### config.mk
export PLATFORM = sky130hd
export DESIGN_NAME = resp_request_parser
export DESIGN_NICKNAME = d
export VERILOG_FILES = /design/src/hdl/rrp_pkg.sv /design/src/hdl/rrp_front.sv /design/src/hdl/rrp_queue.sv /design/src/hdl/rrp_back.sv /design/src/hdl/resp_request_parser.sv
export VERILOG_INCLUDE_DIRS = /design/src /design/src/hdl
export SDC_FILE = /design/constraint.sdc
export NUM_CORES = 1
export LEC_CHECK = 0
export BUFFER_PORTS_ARGS = -buffer_cell sky130_fd_sc_hd__buf_2
export CORE_MARGIN = 5
export CORE_UTILIZATION = 45
export DETAILED_ROUTE_END_ITERATION = 8
export MAX_ROUTING_LAYER = met4
export PLACE_DENSITY = 0.69
export SETUP_SLACK_MARGIN = 0.05
export SLEW_MARGIN = 20
export SYNTH_ARGS = -nofsm -noshare
export SYNTH_HDL_FRONTEND = slang
export SYNTH_SLANG_ARGS = --single-unit
### constraint.sdc
create_clock -name aclk -period 13.85 [get_ports aclk]
set_input_delay 2.0775 -clock aclk [delete_from_list [all_inputs] [get_ports aclk]]
set_output_delay 2.0775 -clock aclk [all_outputs]
set_load 0.02 [all_outputs]
### src/hdl/assert_macros.svh
// assertion macros for the parser rtl
// no dependencies; included by modules that carry assertions
`ifndef ASSERT_MACROS_SVH
`define ASSERT_MACROS_SVH

// check a property on every rising edge outside reset
`define RRP_ASSERT(label, clk, rstn, prop) \
    label: assert property (@(posedge clk) disable iff (!(rstn)) (prop)) \
        else $error("rrp assertion failed");

// check a property on every rising edge, reset included
`define RRP_ASSERT_ALWAYS(label, clk, prop) \
    label: assert property (@(posedge clk) (prop)) \
        else $error("rrp assertion failed");

`endif

### src/hdl/rrp_pkg.sv
// shared types and constants for the resp request parser
// no dependencies; used by every module of the parser
`timescale 1ns / 1ps

package rrp_pkg;

    // result kinds
    localparam logic [1:0] KIND_DATA     = 2'd0;
    localparam logic [1:0] KIND_END_ARG  = 2'd1;
    localparam logic [1:0] KIND_COMPLETE = 2'd2;
    localparam logic [1:0] KIND_ERROR    = 2'd3;

    // error codes
    localparam logic [2:0] ERR_BAD_START = 3'd0;
    localparam logic [2:0] ERR_BAD_COUNT = 3'd1;
    localparam logic [2:0] ERR_NEG_LEN   = 3'd2;
    localparam logic [2:0] ERR_TOO_MANY  = 3'd3;
    localparam logic [2:0] ERR_TOO_LONG  = 3'd4;

    // queue between classifier and parser
    localparam int QUEUE_DEPTH = 4;
    localparam int QPTR_W      = 2;
    localparam int QCNT_W      = 3;

    localparam int ACC_W   = 31;
    localparam int ARGS_W  = 21;
    localparam int IDX_W   = 20;
    localparam int BYTES_W = 30;

    // classified input transaction
    typedef struct packed {
        logic       restart;
        logic [7:0] raw;
        logic [7:0] lower;
        logic       is_digit;
        logic [3:0] digit;
        logic       is_space;
        logic       is_sign;
        logic       is_minus;
        logic       is_lf;
        logic       is_star;
    } byte_class_t;

endpackage

### src/hdl/rrp_front.sv
// front end: accepts input transactions and classifies each byte
// depends on rrp_pkg
`timescale 1ns / 1ps

module rrp_front (
    input  logic                s_axis_tvalid,
    output logic                s_axis_tready,
    input  logic [7:0]          s_axis_tdata,
    input  logic                s_axis_tuser,
    input  logic                q_full,
    output logic                q_push,
    output rrp_pkg::byte_class_t q_item
);

    logic [7:0] c;

    assign c             = s_axis_tdata;
    assign s_axis_tready = !q_full;
    assign q_push        = s_axis_tvalid && !q_full;

    always_comb begin
        q_item          = '0;
        q_item.restart  = s_axis_tuser;
        q_item.raw      = c;
        q_item.lower    = (c >= 8'h41 && c <= 8'h5A) ? (c + 8'd32) : c;
        q_item.is_digit = (c >= 8'h30 && c <= 8'h39);
        q_item.digit    = c[3:0];
        q_item.is_space = (c == 8'h20) || (c == 8'h09) || (c == 8'h0B) ||
                          (c == 8'h0C) || (c == 8'h0D);
        q_item.is_sign  = (c == 8'h2B) || (c == 8'h2D);
        q_item.is_minus = (c == 8'h2D);
        q_item.is_lf    = (c == 8'h0A);
        q_item.is_star  = (c == 8'h2A);
    end

endmodule

### src/hdl/rrp_queue.sv
// short fifo of classified bytes between front end and parser
// depends on rrp_pkg
`timescale 1ns / 1ps

module rrp_queue (
    input  logic                 aclk,
    input  logic                 aresetn,
    input  logic                 push,
    input  rrp_pkg::byte_class_t push_item,
    output logic                 full,
    input  logic                 pop,
    output logic                 pop_valid,
    output rrp_pkg::byte_class_t pop_item
);

    rrp_pkg::byte_class_t           slot_reg [rrp_pkg::QUEUE_DEPTH];
    logic [rrp_pkg::QPTR_W-1:0]     wr_ptr_reg, wr_ptr_next;
    logic [rrp_pkg::QPTR_W-1:0]     rd_ptr_reg, rd_ptr_next;
    logic [rrp_pkg::QCNT_W-1:0]     count_reg, count_next;
    logic                           do_push, do_pop;

    assign full      = (count_reg == rrp_pkg::QCNT_W'(rrp_pkg::QUEUE_DEPTH));
    assign pop_valid = (count_reg != '0);
    assign pop_item  = slot_reg[rd_ptr_reg];
    assign do_push   = push && !full;
    assign do_pop    = pop && pop_valid;

    always_comb begin
        wr_ptr_next = do_push ? wr_ptr_reg + 1'b1 : wr_ptr_reg;
        rd_ptr_next = do_pop  ? rd_ptr_reg + 1'b1 : rd_ptr_reg;
        count_next  = count_reg;
        if (do_push && !do_pop) begin
            count_next = count_reg + 1'b1;
        end else if (do_pop && !do_push) begin
            count_next = count_reg - 1'b1;
        end
    end

    always_ff @(posedge aclk) begin
        if (!aresetn) begin
            wr_ptr_reg <= '0;
            rd_ptr_reg <= '0;
            count_reg  <= '0;
        end else begin
            wr_ptr_reg <= wr_ptr_next;
            rd_ptr_reg <= rd_ptr_next;
            count_reg  <= count_next;
        end
    end

    always_ff @(posedge aclk) begin
        if (do_push) begin
            slot_reg[wr_ptr_reg] <= push_item;
        end
    end

endmodule

### src/hdl/rrp_back.sv
// parser back end: phase machine, header number reader and result register
// depends on rrp_pkg and assert_macros.svh
`timescale 1ns / 1ps
`include "assert_macros.svh"

module rrp_back (
    input  logic                          aclk,
    input  logic                          aresetn,
    input  logic                          q_valid,
    input  rrp_pkg::byte_class_t          q_item,
    output logic                          q_pop,
    input  logic [rrp_pkg::ARGS_W-1:0]    max_args,
    input  logic [rrp_pkg::BYTES_W-1:0]   max_arg_len,
    output logic                          m_axis_tvalid,
    input  logic                          m_axis_tready,
    output logic [39:0]                   m_axis_tdata,
    output logic [1:0]                    m_axis_tuser
);

    localparam logic [2:0] PH_START     = 3'd0;
    localparam logic [2:0] PH_COUNT     = 3'd1;
    localparam logic [2:0] PH_LEN_FIRST = 3'd2;
    localparam logic [2:0] PH_LEN       = 3'd3;
    localparam logic [2:0] PH_DATA      = 3'd4;
    localparam logic [2:0] PH_TRAIL1    = 3'd5;
    localparam logic [2:0] PH_TRAIL2    = 3'd6;

    localparam logic [1:0] HS_PRE    = 2'd0;
    localparam logic [1:0] HS_SIGNED = 2'd1;
    localparam logic [1:0] HS_DIGITS = 2'd2;
    localparam logic [1:0] HS_SKIP   = 2'd3;

    localparam int WIDE_W = rrp_pkg::ACC_W + 4;

    logic [2:0]                   phase_reg, phase_next;
    logic [1:0]                   hstage_reg, hstage_next;
    logic [rrp_pkg::ACC_W-1:0]    acc_reg, acc_next;
    logic                         neg_reg, neg_next;
    logic [rrp_pkg::ARGS_W-1:0]   args_left_reg, args_left_next;
    logic [rrp_pkg::IDX_W-1:0]    index_reg, index_next;
    logic [rrp_pkg::BYTES_W-1:0]  bytes_left_reg, bytes_left_next;
    logic                         err_reg, err_next;

    logic                         out_valid_reg, out_valid_next;
    logic [1:0]                   kind_reg, kind_next;
    logic [7:0]                   data_reg, data_next;
    logic [7:0]                   lower_reg, lower_next;
    logic [rrp_pkg::IDX_W-1:0]    oidx_reg, oidx_next;
    logic [2:0]                   code_reg, code_next;

    logic                         take, load;
    logic [WIDE_W-1:0]            acc_wide;
    logic [rrp_pkg::ACC_W-1:0]    acc_sat;
    logic                         line_neg;
    logic [rrp_pkg::BYTES_W-1:0]  bytes_dec;
    logic [rrp_pkg::ARGS_W-1:0]   args_dec;

    assign take  = q_valid && (!out_valid_reg || m_axis_tready);
    assign q_pop = take;

    // saturating decimal accumulate
    assign acc_wide = ({4'd0, acc_reg} << 3) + ({4'd0, acc_reg} << 1)
                    + {{(WIDE_W-4){1'b0}}, q_item.digit};
    assign acc_sat  = (acc_wide > {4'd0, {rrp_pkg::ACC_W{1'b1}}})
                    ? {rrp_pkg::ACC_W{1'b1}} : acc_wide[rrp_pkg::ACC_W-1:0];
    assign line_neg  = neg_reg && (acc_reg != '0);
    assign bytes_dec = bytes_left_reg - 1'b1;
    assign args_dec  = args_left_reg - 1'b1;

    always_comb begin
        logic [1:0] stg;
        logic       skip;

        phase_next      = phase_reg;
        hstage_next     = hstage_reg;
        acc_next        = acc_reg;
        neg_next        = neg_reg;
        args_left_next  = args_left_reg;
        index_next      = index_reg;
        bytes_left_next = bytes_left_reg;
        err_next        = err_reg;
        load            = 1'b0;
        kind_next       = kind_reg;
        data_next       = data_reg;
        lower_next      = lower_reg;
        oidx_next       = oidx_reg;
        code_next       = code_reg;
        stg             = hstage_reg;
        skip            = 1'b0;

        if (take) begin
            if (q_item.restart) begin
                phase_next      = PH_START;
                hstage_next     = HS_PRE;
                acc_next        = '0;
                neg_next        = 1'b0;
                args_left_next  = '0;
                index_next      = '0;
                bytes_left_next = '0;
                err_next        = 1'b0;
            end else if (!err_reg) begin
                kind_next  = rrp_pkg::KIND_DATA;
                data_next  = '0;
                lower_next = '0;
                oidx_next  = index_reg;
                code_next  = rrp_pkg::ERR_BAD_START;
                case (phase_reg)
                    PH_START: begin
                        if (!q_item.is_star) begin
                            load      = 1'b1;
                            err_next  = 1'b1;
                            kind_next = rrp_pkg::KIND_ERROR;
                            code_next = rrp_pkg::ERR_BAD_START;
                        end else begin
                            phase_next  = PH_COUNT;
                            hstage_next = HS_PRE;
                            acc_next    = '0;
                            neg_next    = 1'b0;
                        end
                    end
                    PH_LEN_FIRST: begin
                        hstage_next = HS_PRE;
                        acc_next    = '0;
                        neg_next    = 1'b0;
                        if (q_item.is_lf) begin
                            // empty length line: zero-length argument
                            bytes_left_next = '0;
                            phase_next      = PH_TRAIL1;
                        end else begin
                            phase_next = PH_LEN;
                        end
                    end
                    PH_COUNT, PH_LEN: begin
                        if (!q_item.is_lf) begin
                            if (stg == HS_PRE) begin
                                if (q_item.is_space) begin
                                    skip = 1'b1;
                                end else if (q_item.is_sign) begin
                                    neg_next = q_item.is_minus;
                                    stg      = HS_SIGNED;
                                    skip     = 1'b1;
                                end else begin
                                    stg = q_item.is_digit ? HS_DIGITS : HS_SKIP;
                                end
                            end else if (stg == HS_SIGNED) begin
                                stg = q_item.is_digit ? HS_DIGITS : HS_SKIP;
                            end else if (stg == HS_DIGITS && !q_item.is_digit) begin
                                stg = HS_SKIP;
                            end
                            hstage_next = stg;
                            if (!skip && stg == HS_DIGITS) begin
                                acc_next = acc_sat;
                            end
                        end else begin
                            hstage_next = HS_PRE;
                            acc_next    = '0;
                            neg_next    = 1'b0;
                            if (phase_reg == PH_COUNT) begin
                                if (line_neg || acc_reg == '0) begin
                                    load      = 1'b1;
                                    err_next  = 1'b1;
                                    kind_next = rrp_pkg::KIND_ERROR;
                                    code_next = rrp_pkg::ERR_BAD_COUNT;
                                end else if (acc_reg > {10'd0, max_args}) begin
                                    load      = 1'b1;
                                    err_next  = 1'b1;
                                    kind_next = rrp_pkg::KIND_ERROR;
                                    code_next = rrp_pkg::ERR_TOO_MANY;
                                end else begin
                                    args_left_next = acc_reg[rrp_pkg::ARGS_W-1:0];
                                    index_next     = '0;
                                    phase_next     = PH_LEN_FIRST;
                                end
                            end else begin
                                if (line_neg) begin
                                    load      = 1'b1;
                                    err_next  = 1'b1;
                                    kind_next = rrp_pkg::KIND_ERROR;
                                    code_next = rrp_pkg::ERR_NEG_LEN;
                                end else if (acc_reg > {1'b0, max_arg_len}) begin
                                    load      = 1'b1;
                                    err_next  = 1'b1;
                                    kind_next = rrp_pkg::KIND_ERROR;
                                    code_next = rrp_pkg::ERR_TOO_LONG;
                                end else begin
                                    bytes_left_next = acc_reg[rrp_pkg::BYTES_W-1:0];
                                    phase_next = (acc_reg != '0) ? PH_DATA : PH_TRAIL1;
                                end
                            end
                        end
                    end
                    PH_DATA: begin
                        load            = 1'b1;
                        kind_next       = rrp_pkg::KIND_DATA;
                        data_next       = q_item.raw;
                        lower_next      = (index_reg == '0) ? q_item.lower : 8'd0;
                        bytes_left_next = bytes_dec;
                        if (bytes_dec == '0) begin
                            phase_next = PH_TRAIL1;
                        end
                    end
                    PH_TRAIL1: begin
                        load       = 1'b1;
                        kind_next  = rrp_pkg::KIND_END_ARG;
                        phase_next = PH_TRAIL2;
                    end
                    PH_TRAIL2: begin
                        args_left_next = args_dec;
                        if (args_dec == '0) begin
                            load       = 1'b1;
                            kind_next  = rrp_pkg::KIND_COMPLETE;
                            phase_next = PH_START;
                        end else begin
                            index_next = index_reg + 1'b1;
                            phase_next = PH_LEN_FIRST;
                        end
                    end
                    default: begin
                        phase_next = PH_START;
                    end
                endcase
            end
        end

        if (load) begin
            out_valid_next = 1'b1;
        end else if (m_axis_tready) begin
            out_valid_next = 1'b0;
        end else begin
            out_valid_next = out_valid_reg;
        end
    end

    always_ff @(posedge aclk) begin
        if (!aresetn) begin
            phase_reg      <= PH_START;
            hstage_reg     <= HS_PRE;
            acc_reg        <= '0;
            neg_reg        <= 1'b0;
            args_left_reg  <= '0;
            index_reg      <= '0;
            bytes_left_reg <= '0;
            err_reg        <= 1'b0;
            out_valid_reg  <= 1'b0;
        end else begin
            phase_reg      <= phase_next;
            hstage_reg     <= hstage_next;
            acc_reg        <= acc_next;
            neg_reg        <= neg_next;
            args_left_reg  <= args_left_next;
            index_reg      <= index_next;
            bytes_left_reg <= bytes_left_next;
            err_reg        <= err_next;
            out_valid_reg  <= out_valid_next;
        end
    end

    always_ff @(posedge aclk) begin
        if (load) begin
            kind_reg  <= kind_next;
            data_reg  <= data_next;
            lower_reg <= lower_next;
            oidx_reg  <= oidx_next;
            code_reg  <= code_next;
        end
    end

    assign m_axis_tvalid = out_valid_reg;
    assign m_axis_tuser  = kind_reg;
    assign m_axis_tdata  = {1'b0, code_reg, oidx_reg, lower_reg, data_reg};

    `RRP_ASSERT(a_no_load_when_latched, aclk, aresetn, load |-> !err_reg)
    `RRP_ASSERT(a_data_has_bytes, aclk, aresetn,
        phase_reg == PH_DATA |-> bytes_left_reg != '0)
    `RRP_ASSERT(a_trail_has_args, aclk, aresetn,
        (phase_reg == PH_TRAIL2 || phase_reg == PH_DATA) |-> args_left_reg != '0)
    `RRP_ASSERT(a_held_result_kept, aclk, aresetn,
        out_valid_reg && !m_axis_tready |=> out_valid_reg && $stable(kind_reg))

endmodule

### src/hdl/resp_request_parser.sv
// top level of the resp request array parser: config registers and wiring
// depends on rrp_pkg, rrp_front, rrp_queue, rrp_back
//
// channel   | direction | handshake              | payload
// s_axis    | in        | tvalid / tready        | tdata: stream_byte; tuser: op
// m_axis    | out       | tvalid / tready        | tdata: data, lower, index, code
// apb       | in        | psel / penable / pready| max_args at 0x0, max_arg_len at 0x4
//
// one byte per cycle sustained while m_axis takes results; an accepted byte
// waits in the queue stage, and any result it makes is held in the result register
// a four-entry queue keeps accepting while a result waits on m_axis
// aresetn is synchronous and active low; no clearing pass is needed
`timescale 1ns / 1ps

module resp_request_parser (
    input  logic        aclk,
    input  logic        aresetn,
    input  logic        s_axis_tvalid,
    output logic        s_axis_tready,
    input  logic [7:0]  s_axis_tdata,   // [7:0] stream_byte
    input  logic        s_axis_tuser,   // [0] op
    output logic        m_axis_tvalid,
    input  logic        m_axis_tready,
    output logic [39:0] m_axis_tdata,   // [7:0] data_byte, [15:8] lower_byte,
                                        // [35:16] arg_index, [38:36] error_code
    output logic [1:0]  m_axis_tuser,   // [1:0] kind
    input  logic        psel,
    input  logic        penable,
    input  logic        pwrite,
    input  logic [2:0]  paddr,
    input  logic [31:0] pwdata,
    output logic [31:0] prdata,
    output logic        pready
);

    logic [rrp_pkg::ARGS_W-1:0]  max_args_reg;
    logic [rrp_pkg::BYTES_W-1:0] max_arg_len_reg;
    logic                        cfg_write;
    logic                        q_full, q_push, q_pop, q_valid;
    rrp_pkg::byte_class_t        push_item, pop_item;

    assign pready    = 1'b1;
    assign cfg_write = psel && penable && pwrite && pready;

    always_ff @(posedge aclk) begin
        if (!aresetn) begin
            max_args_reg    <= rrp_pkg::ARGS_W'(1024);
            max_arg_len_reg <= rrp_pkg::BYTES_W'(536870912);
        end else if (cfg_write) begin
            if (paddr[2]) begin
                max_arg_len_reg <= pwdata[rrp_pkg::BYTES_W-1:0];
            end else begin
                max_args_reg <= pwdata[rrp_pkg::ARGS_W-1:0];
            end
        end
    end

    always_comb begin
        case (paddr[2])
            1'b0:    prdata = {11'd0, max_args_reg};
            default: prdata = {2'd0, max_arg_len_reg};
        endcase
    end

    rrp_front u_front (
        .s_axis_tvalid (s_axis_tvalid),
        .s_axis_tready (s_axis_tready),
        .s_axis_tdata  (s_axis_tdata),
        .s_axis_tuser  (s_axis_tuser),
        .q_full        (q_full),
        .q_push        (q_push),
        .q_item        (push_item)
    );

    rrp_queue u_queue (
        .aclk      (aclk),
        .aresetn   (aresetn),
        .push      (q_push),
        .push_item (push_item),
        .full      (q_full),
        .pop       (q_pop),
        .pop_valid (q_valid),
        .pop_item  (pop_item)
    );

    rrp_back u_back (
        .aclk          (aclk),
        .aresetn       (aresetn),
        .q_valid       (q_valid),
        .q_item        (pop_item),
        .q_pop         (q_pop),
        .max_args      (max_args_reg),
        .max_arg_len   (max_arg_len_reg),
        .m_axis_tvalid (m_axis_tvalid),
        .m_axis_tready (m_axis_tready),
        .m_axis_tdata  (m_axis_tdata),
        .m_axis_tuser  (m_axis_tuser)
    );

endmodule
Word-level counts from Yosys, hierarchy flattened
Memory sizes are Yosys's and may differ from the RTL's. A register that Yosys moved wholly into a read port is not among the register bits.
Cells that the tools add are included.

operators by class
  add/sub/neg operators = 10
  $mul = 0
  divide/modulo/power cells = 0
  order comparisons = 7
  eq/ne operators = 39
  shift operators = 0
  muxes and demuxes = 115
  bitwise gates (word level) = 3
  reduce and logical (&&, ||, !) cells = 53

operator list
  cell                     number
  $mux W30                 8
  $mux W31                 6
  $mux W20                 7
  $mux W21                 6
  $pmux W31 S3             1
  $pmux W30 S3             1
  $mux W2                  26
  $mux W3                  17
  $pmux W21 S2             1
  $eq A8 B4 Y1 const B     5
  $pmux W20 S2             1
  $add A34 B32 Y35         1
  $add A35 B4 Y35          1
  $gt A35 B31 Y1 const B   1
  $mux W1                  34
  $eq A8 B6 Y1 const B     4
  $gt A31 B21 Y1           1
  $gt A31 B30 Y1           1
  $logic_not A31 Y1        1
  $reduce_bool A31 Y1      1
  $logic_not A30 Y1        1
  $sub A30 B1 Y30 const B  1
  $logic_not A21 Y1        1
  $sub A21 B1 Y21 const B  1
  other kinds (44)         99

word-level totals
  register bits after elaboration = 209
  bits in latches = 0
  bits in writable memories = 108
  bits in read-only memories = 0
  input bits = 51
  memories = 1

memories
  memory            depth  width  rd ports  clocked after Yosys merged registers in  wr ports  RTL line         source
  u_queue.slot_reg  4      27     1         1                                        1         rrp_queue.sv:16  rrp_pkg::byte_class_t slot_reg [rrp_pkg::QUEUE_DEPTH];

Longest topological paths before layout
  word-level depth = 17
  gate-level depth with buffers = 18
  mapped depth without buffers = 14

Cells and area by module
A second synthesis with hierarchy kept.

unflattened totals
  cells, all modules = 1910
  area total of the unflattened synthesis = 18791.8 um^2

modules (own cells, without submodules)
  module               instances  cells each  area each (um^2)
  rrp_back             1          1426        11686.2
  rrp_queue            1          189         4430.5
  resp_request_parser  1          239         2270.9
  rrp_front            1          56          404.1

Worst setup path after synthesis
Ideal clock, no wire load.

  path kind = register to register
  from = register with a tool-made name
  to = register u_back.acc_reg[18] (netlist name)
  setup time = 0.132 ns
  data arrival time = 4.847 ns
  required time = 13.718 ns
  path slack = 8.871 ns
  cell stages (with the launch flop) = 17
  buffers on the path = 4
  period minus slack after synthesis = 4.979 ns
  cells stage by stage = dfxtp_1 buf_2 buf_1 mux4_2 ha_1 ha_1 nand3_1 a2111oi_2 o21ai_0 a2111oi_0 a31oi_1 xnor2_1 a311oi_1 and3_1 clkbuf_1 buf_2 o211ai_1

RTL lines
  what                    RTL line         source
  end signal: assignment  rrp_back.sv:248  acc_reg <= acc_next;
  end: declaration        rrp_back.sv:37   logic [rrp_pkg::ACC_W-1:0] acc_reg, acc_next;

==> Flow_metrics.wiki <==
{| class="wikitable"
! Metric !! Value
|-
| Run status || completed
|-
| Pin count of the biggest net entering global routing || between 70 and 80
|-
| Ratio of cells with drive above 1 in the final layout || 12.9%
|-
| Clock Skews || 0.0152 ns
|-
| Width of the die || 204 µm
|-
| Clock buffer count from CTS || 31
|-
| Post-CTS repair timing setup buffer count || 0
|-
| Number of flip-flops and latches in the synthesized netlist || 283
|-
| Row count || 71
|-
| Layout-stage area growth over the synthesis result || 11.7%
|-
| DR DRC count || 0
|-
| Maximum vdd ir drop || 0.115 mV
|-
| Std-Cell Core Area || 37,500 µm²
|-
| Fmax || 0.162 GHz
|-
| Root buffer selected by CTS || sky130_fd_sc_hd__clkbuf_16
|-
| Synthesized area divided by synthesized cell count || 8.93 µm²
|-
| Worst path arrival time || 6.58 ns
|-
| Power Total || around 2.7 mW
|-
| CTS tree || yes
|-
| Max-slew headroom || between 30% and 40%
|-
| Y dimension of the die || just over 200 µm
|-
| Required time reported for the critical path endpoint || 14.26 ns
|-
| Worst hold path stage count || 2
|-
| Critical path cell sequence || buf_4 > mux4_2 > inv_1 > fa_1 > inv_1 > ha_1 > a21oi_1 > a2111oi_2 > o21ai_0 > a2111oi_0 > a31oi_1 > xnor2_1 > a311oi_1 > and3_1 > a211oi_1
|-
| Number of hold buffers added after CTS || 0
|-
| Total Die Area || 41,800 µm²
|-
| Post-CTS clock slew at the launch and capture registers of the worst setup and hold paths || around 0.06 ns
|-
| Max stage delay cell, worst path || sky130_fd_sc_hd__and3_1
|-
| Async SR Flop Fraction || 0%
|-
| Sequential fraction of the synthesis area || 40.0%
|-
| Kind of critical path || flop to flop
|-
| Wire length of the first global-routing pass || 74,700 µm
|-
| DR vias/cell || 5.83
|-
| Setup violations, final || 0
|-
| Worst setup EP type || flop
|-
| Leakage power figure || roughly 7.5 nW
|-
| Yosys warning count || 0
|-
| Placed wire-length estimate after detailed placement || 31,800 µm
|-
| Number of I/O port buffers || 119
|-
| Pins Over Slew Limit || 0
|-
| Remaining global-route overflow || 0
|-
| Number of fill cells || 3,456
|-
| PwrDens || 140 nW/µm²
|-
| Final std cells w/o fill || 2,503
|-
| Ratio of final minimum period to clock period || ~45%
|-
| IO Pins || 128
|-
| Clock insertion delay at the later pin of the skew report || 0.58 ns
|-
| TNS Setup || 0 ns
|-
| Routability-driven placement congestion ratio || 0.931
|-
| Combined area of all synthesized cells || between 15,000 and 20,000 µm²
|-
| Transition time at the pin with the least slew margin || 1.02 ns
|-
| Minimum period implied by the final worst setup slack || 6.17 ns
|-
| Peak per-stage delay on the critical path || 0.89 ns
|-
| Maximum Capacitance Violations || 0
|-
| Avg WL per Cell || 18.5 µm
|-
| Final Hold Vio Count || 0
|-
| Via count of the routed design || 14.6k
|-
| ANT cells || 0
|-
| Number of antenna violations at the first check in global routing || 0
|-
| Logic depth of the worst register-to-register path || 15
|-
| # H-tree levels || 1
|-
| Largest buffer count on any clock path || 3
|-
| Utilization after layout || around 51%
|-
| HP Class || flop to flop
|-
| DP Cell Count || 2,446
|-
| EDFF count, synth || 113
|-
| DRC marker count from the first detailed-route iteration || 1,249
|-
| Yosys cell types || about 90
|-
| Crit-path max FO || 25
|-
| Via count of the first global-routing pass || 14.1k
|-
| Synthesized netlist cell count || 1,905
|-
| Cell repeated most along the worst path || sky130_fd_sc_hd__inv_1
|-
| Max FFs per register || 72
|-
| Wire length after detailed routing || 46,300 µm
|-
| Setup slack of the worst register-to-register path || approximately 7.7 ns
|-
| Starting Density || a little under half
|-
| Detailed Routing Iterations Pass 1 || 5
|-
| CTS sink count || 283
|-
| Final-stage net count || 2,147
|-
| CP Launch Type || flop
|-
| PostCTS Resize Cnt || 0
|-
| Overall track demand over capacity in global routing || 22.3%
|-
| Most used DFF post-synth || sky130_fd_sc_hd__dfxtp_1
|-
| ANT nets after route || 0
|-
| RSZ-0062 raised after global routing || no
|}
## metal layers
metal | vias up | part of all wire (%) | global-route usage, %
met5 | - | 0 | -
met4 | 0 | 2.8 | 7.27
met3 | 98 | 5.8 | 2.70
met2 | 454 | 48 | 36.6
met1 | 6963 | 44 | 28.8
li1 | 7085 | - | -
## final timing paths
kind | endpoint | from
worst max register to register | u_back.acc_reg[29] | flop
worst max-delay path | u_back.acc_reg[29] | flop
worst min register to register | max_args_reg[9] | max_args_reg[9]
worst min-delay path | max_args_reg[9] | max_args_reg[9]
## synthesized netlist by cell type (6+ instances only)
master / n / area share, %
sky130_fd_sc_hd__a22oi_1: 19 / 0.84
sky130_fd_sc_hd__or2_2: 10 / 0.37
sky130_fd_sc_hd__nand2_1: 251 / 5.5
sky130_fd_sc_hd__o21a_1: 11 / 0.49
sky130_fd_sc_hd__nor4_1: 25 / 0.92
sky130_fd_sc_hd__nor2b_1: 17 / 0.63
sky130_fd_sc_hd__a311oi_1: 6 / 0.31
sky130_fd_sc_hd__nand4_1: 24 / 0.88
sky130_fd_sc_hd__mux4_2: 17 / 2.3
sky130_fd_sc_hd__ha_1: 125 / 9.2
sky130_fd_sc_hd__or3_1: 10 / 0.37
sky130_fd_sc_hd__a21boi_0: 42 / 1.9
sky130_fd_sc_hd__mux2i_1: 6 / 0.35
sky130_fd_sc_hd__buf_1: 6 / 0.13
sky130_fd_sc_hd__nor3_1: 41 / 1.2
sky130_fd_sc_hd__or4_1: 11 / 0.49
sky130_fd_sc_hd__inv_1: 89 / 2.0
sky130_fd_sc_hd__a21oi_1: 139 / 4.1
sky130_fd_sc_hd__a21o_1: 22 / 0.97
sky130_fd_sc_hd__xor2_1: 24 / 1.2
sky130_fd_sc_hd__a2111oi_0: 8 / 0.41
sky130_fd_sc_hd__a31o_2: 10 / 0.51
sky130_fd_sc_hd__a211oi_1: 26 / 1.1
sky130_fd_sc_hd__xnor2_1: 33 / 1.7
sky130_fd_sc_hd__a31oi_1: 16 / 0.59
sky130_fd_sc_hd__edfxtp_1: 113 / 20
sky130_fd_sc_hd__nor2_1: 144 / 3.2
sky130_fd_sc_hd__nor3b_1: 9 / 0.40
sky130_fd_sc_hd__o31ai_1: 15 / 0.66
sky130_fd_sc_hd__clkbuf_1: 84 / 1.9
sky130_fd_sc_hd__nand2b_1: 13 / 0.48
sky130_fd_sc_hd__o221a_2: 11 / 0.73
sky130_fd_sc_hd__o211a_1: 12 / 0.71
sky130_fd_sc_hd__o21ai_0: 127 / 3.7
sky130_fd_sc_hd__nand3_1: 29 / 0.85
sky130_fd_sc_hd__dfxtp_1: 170 / 20
sky130_fd_sc_hd__and3_1: 24 / 0.88
sky130_fd_sc_hd__and2_1: 43 / 1.6
sky130_fd_sc_hd__a41oi_1: 6 / 0.31
sky130_fd_sc_hd__o211ai_1: 13 / 0.57
## worst max-delay path: cells and delay by family (launching register included)
family,cells,cell delay (ns)
compound gates,7,2.83
xor+xnor,1,0.17
fa+ha+maj,2,0.62
buf+inv,3,0.61
flops,1,0.31
mux,1,0.56
simple gates,1,0.89
## area by class of cell
class                      instances  area [µm²]  share of cell area [%]
tap                              511         639                    3.36
clock buffer                      41         853                    4.49
clock inverter                    16         226                    1.19
multi-input combinational       1430        9450                    49.7
inverter                          90         338                    1.78
timing repair buffer             132         696                    3.66
sequential                       283        6800                    35.8
## per-stage QoR
stage	cell area (µm²)	setup slack [ns]	hold slack, ns
floorplan	17000	8.87	0.431
global placement	17900	7.78	0.441
detailed placement	17900	7.73	0.447
CTS	19000	7.70	0.455
global route	19000	7.23	0.478
finish	19000	7.68	0.452
## power breakdown
group	total [mW]	switching, mW	internal [mW]
registers	1.02	0.0526	0.966
logic	0.771	0.516	0.255
clock network	0.876	0.349	0.527
total	2.67	0.918	1.75
## logic make-up after synthesis
group	Yosys count	share of synthesized area, %
and+or+nand+nor	686	19.8
AOI/OAI and AO/OA	529	20.3
DFF	283	40.0
buffers and inverters	194	4.60
adders and majority gates	128	9.55
xor gates and xnor gates	57	2.94
muxes	26	2.80
other	2	0.0442
## cell usage in the layout (no fill, tap or decap), drive strengths merged, types with 11 or more instances in the layout
cell type and n:
o31ai 15, o21ai 130, xnor2 33, and2 44
nand4 24, ha 125, nand2 251, nand3 29
o221a 11, nor4 28, inv 91, a211oi 26
dfxtp 170, a21oi 139, a21o 24, xor2 24
nor2 144, o211ai 13, buf 132, edfxtp 113
nor3 42, o211a 12, and3 24, a21boi 42
a31oi 16, mux4 17, clkbuf 41, or3 12
a22oi 19, o21a 11, nor2b 17, nand2b 13
or4 12
Note: power is estimated with default switching activity, not from simulation.
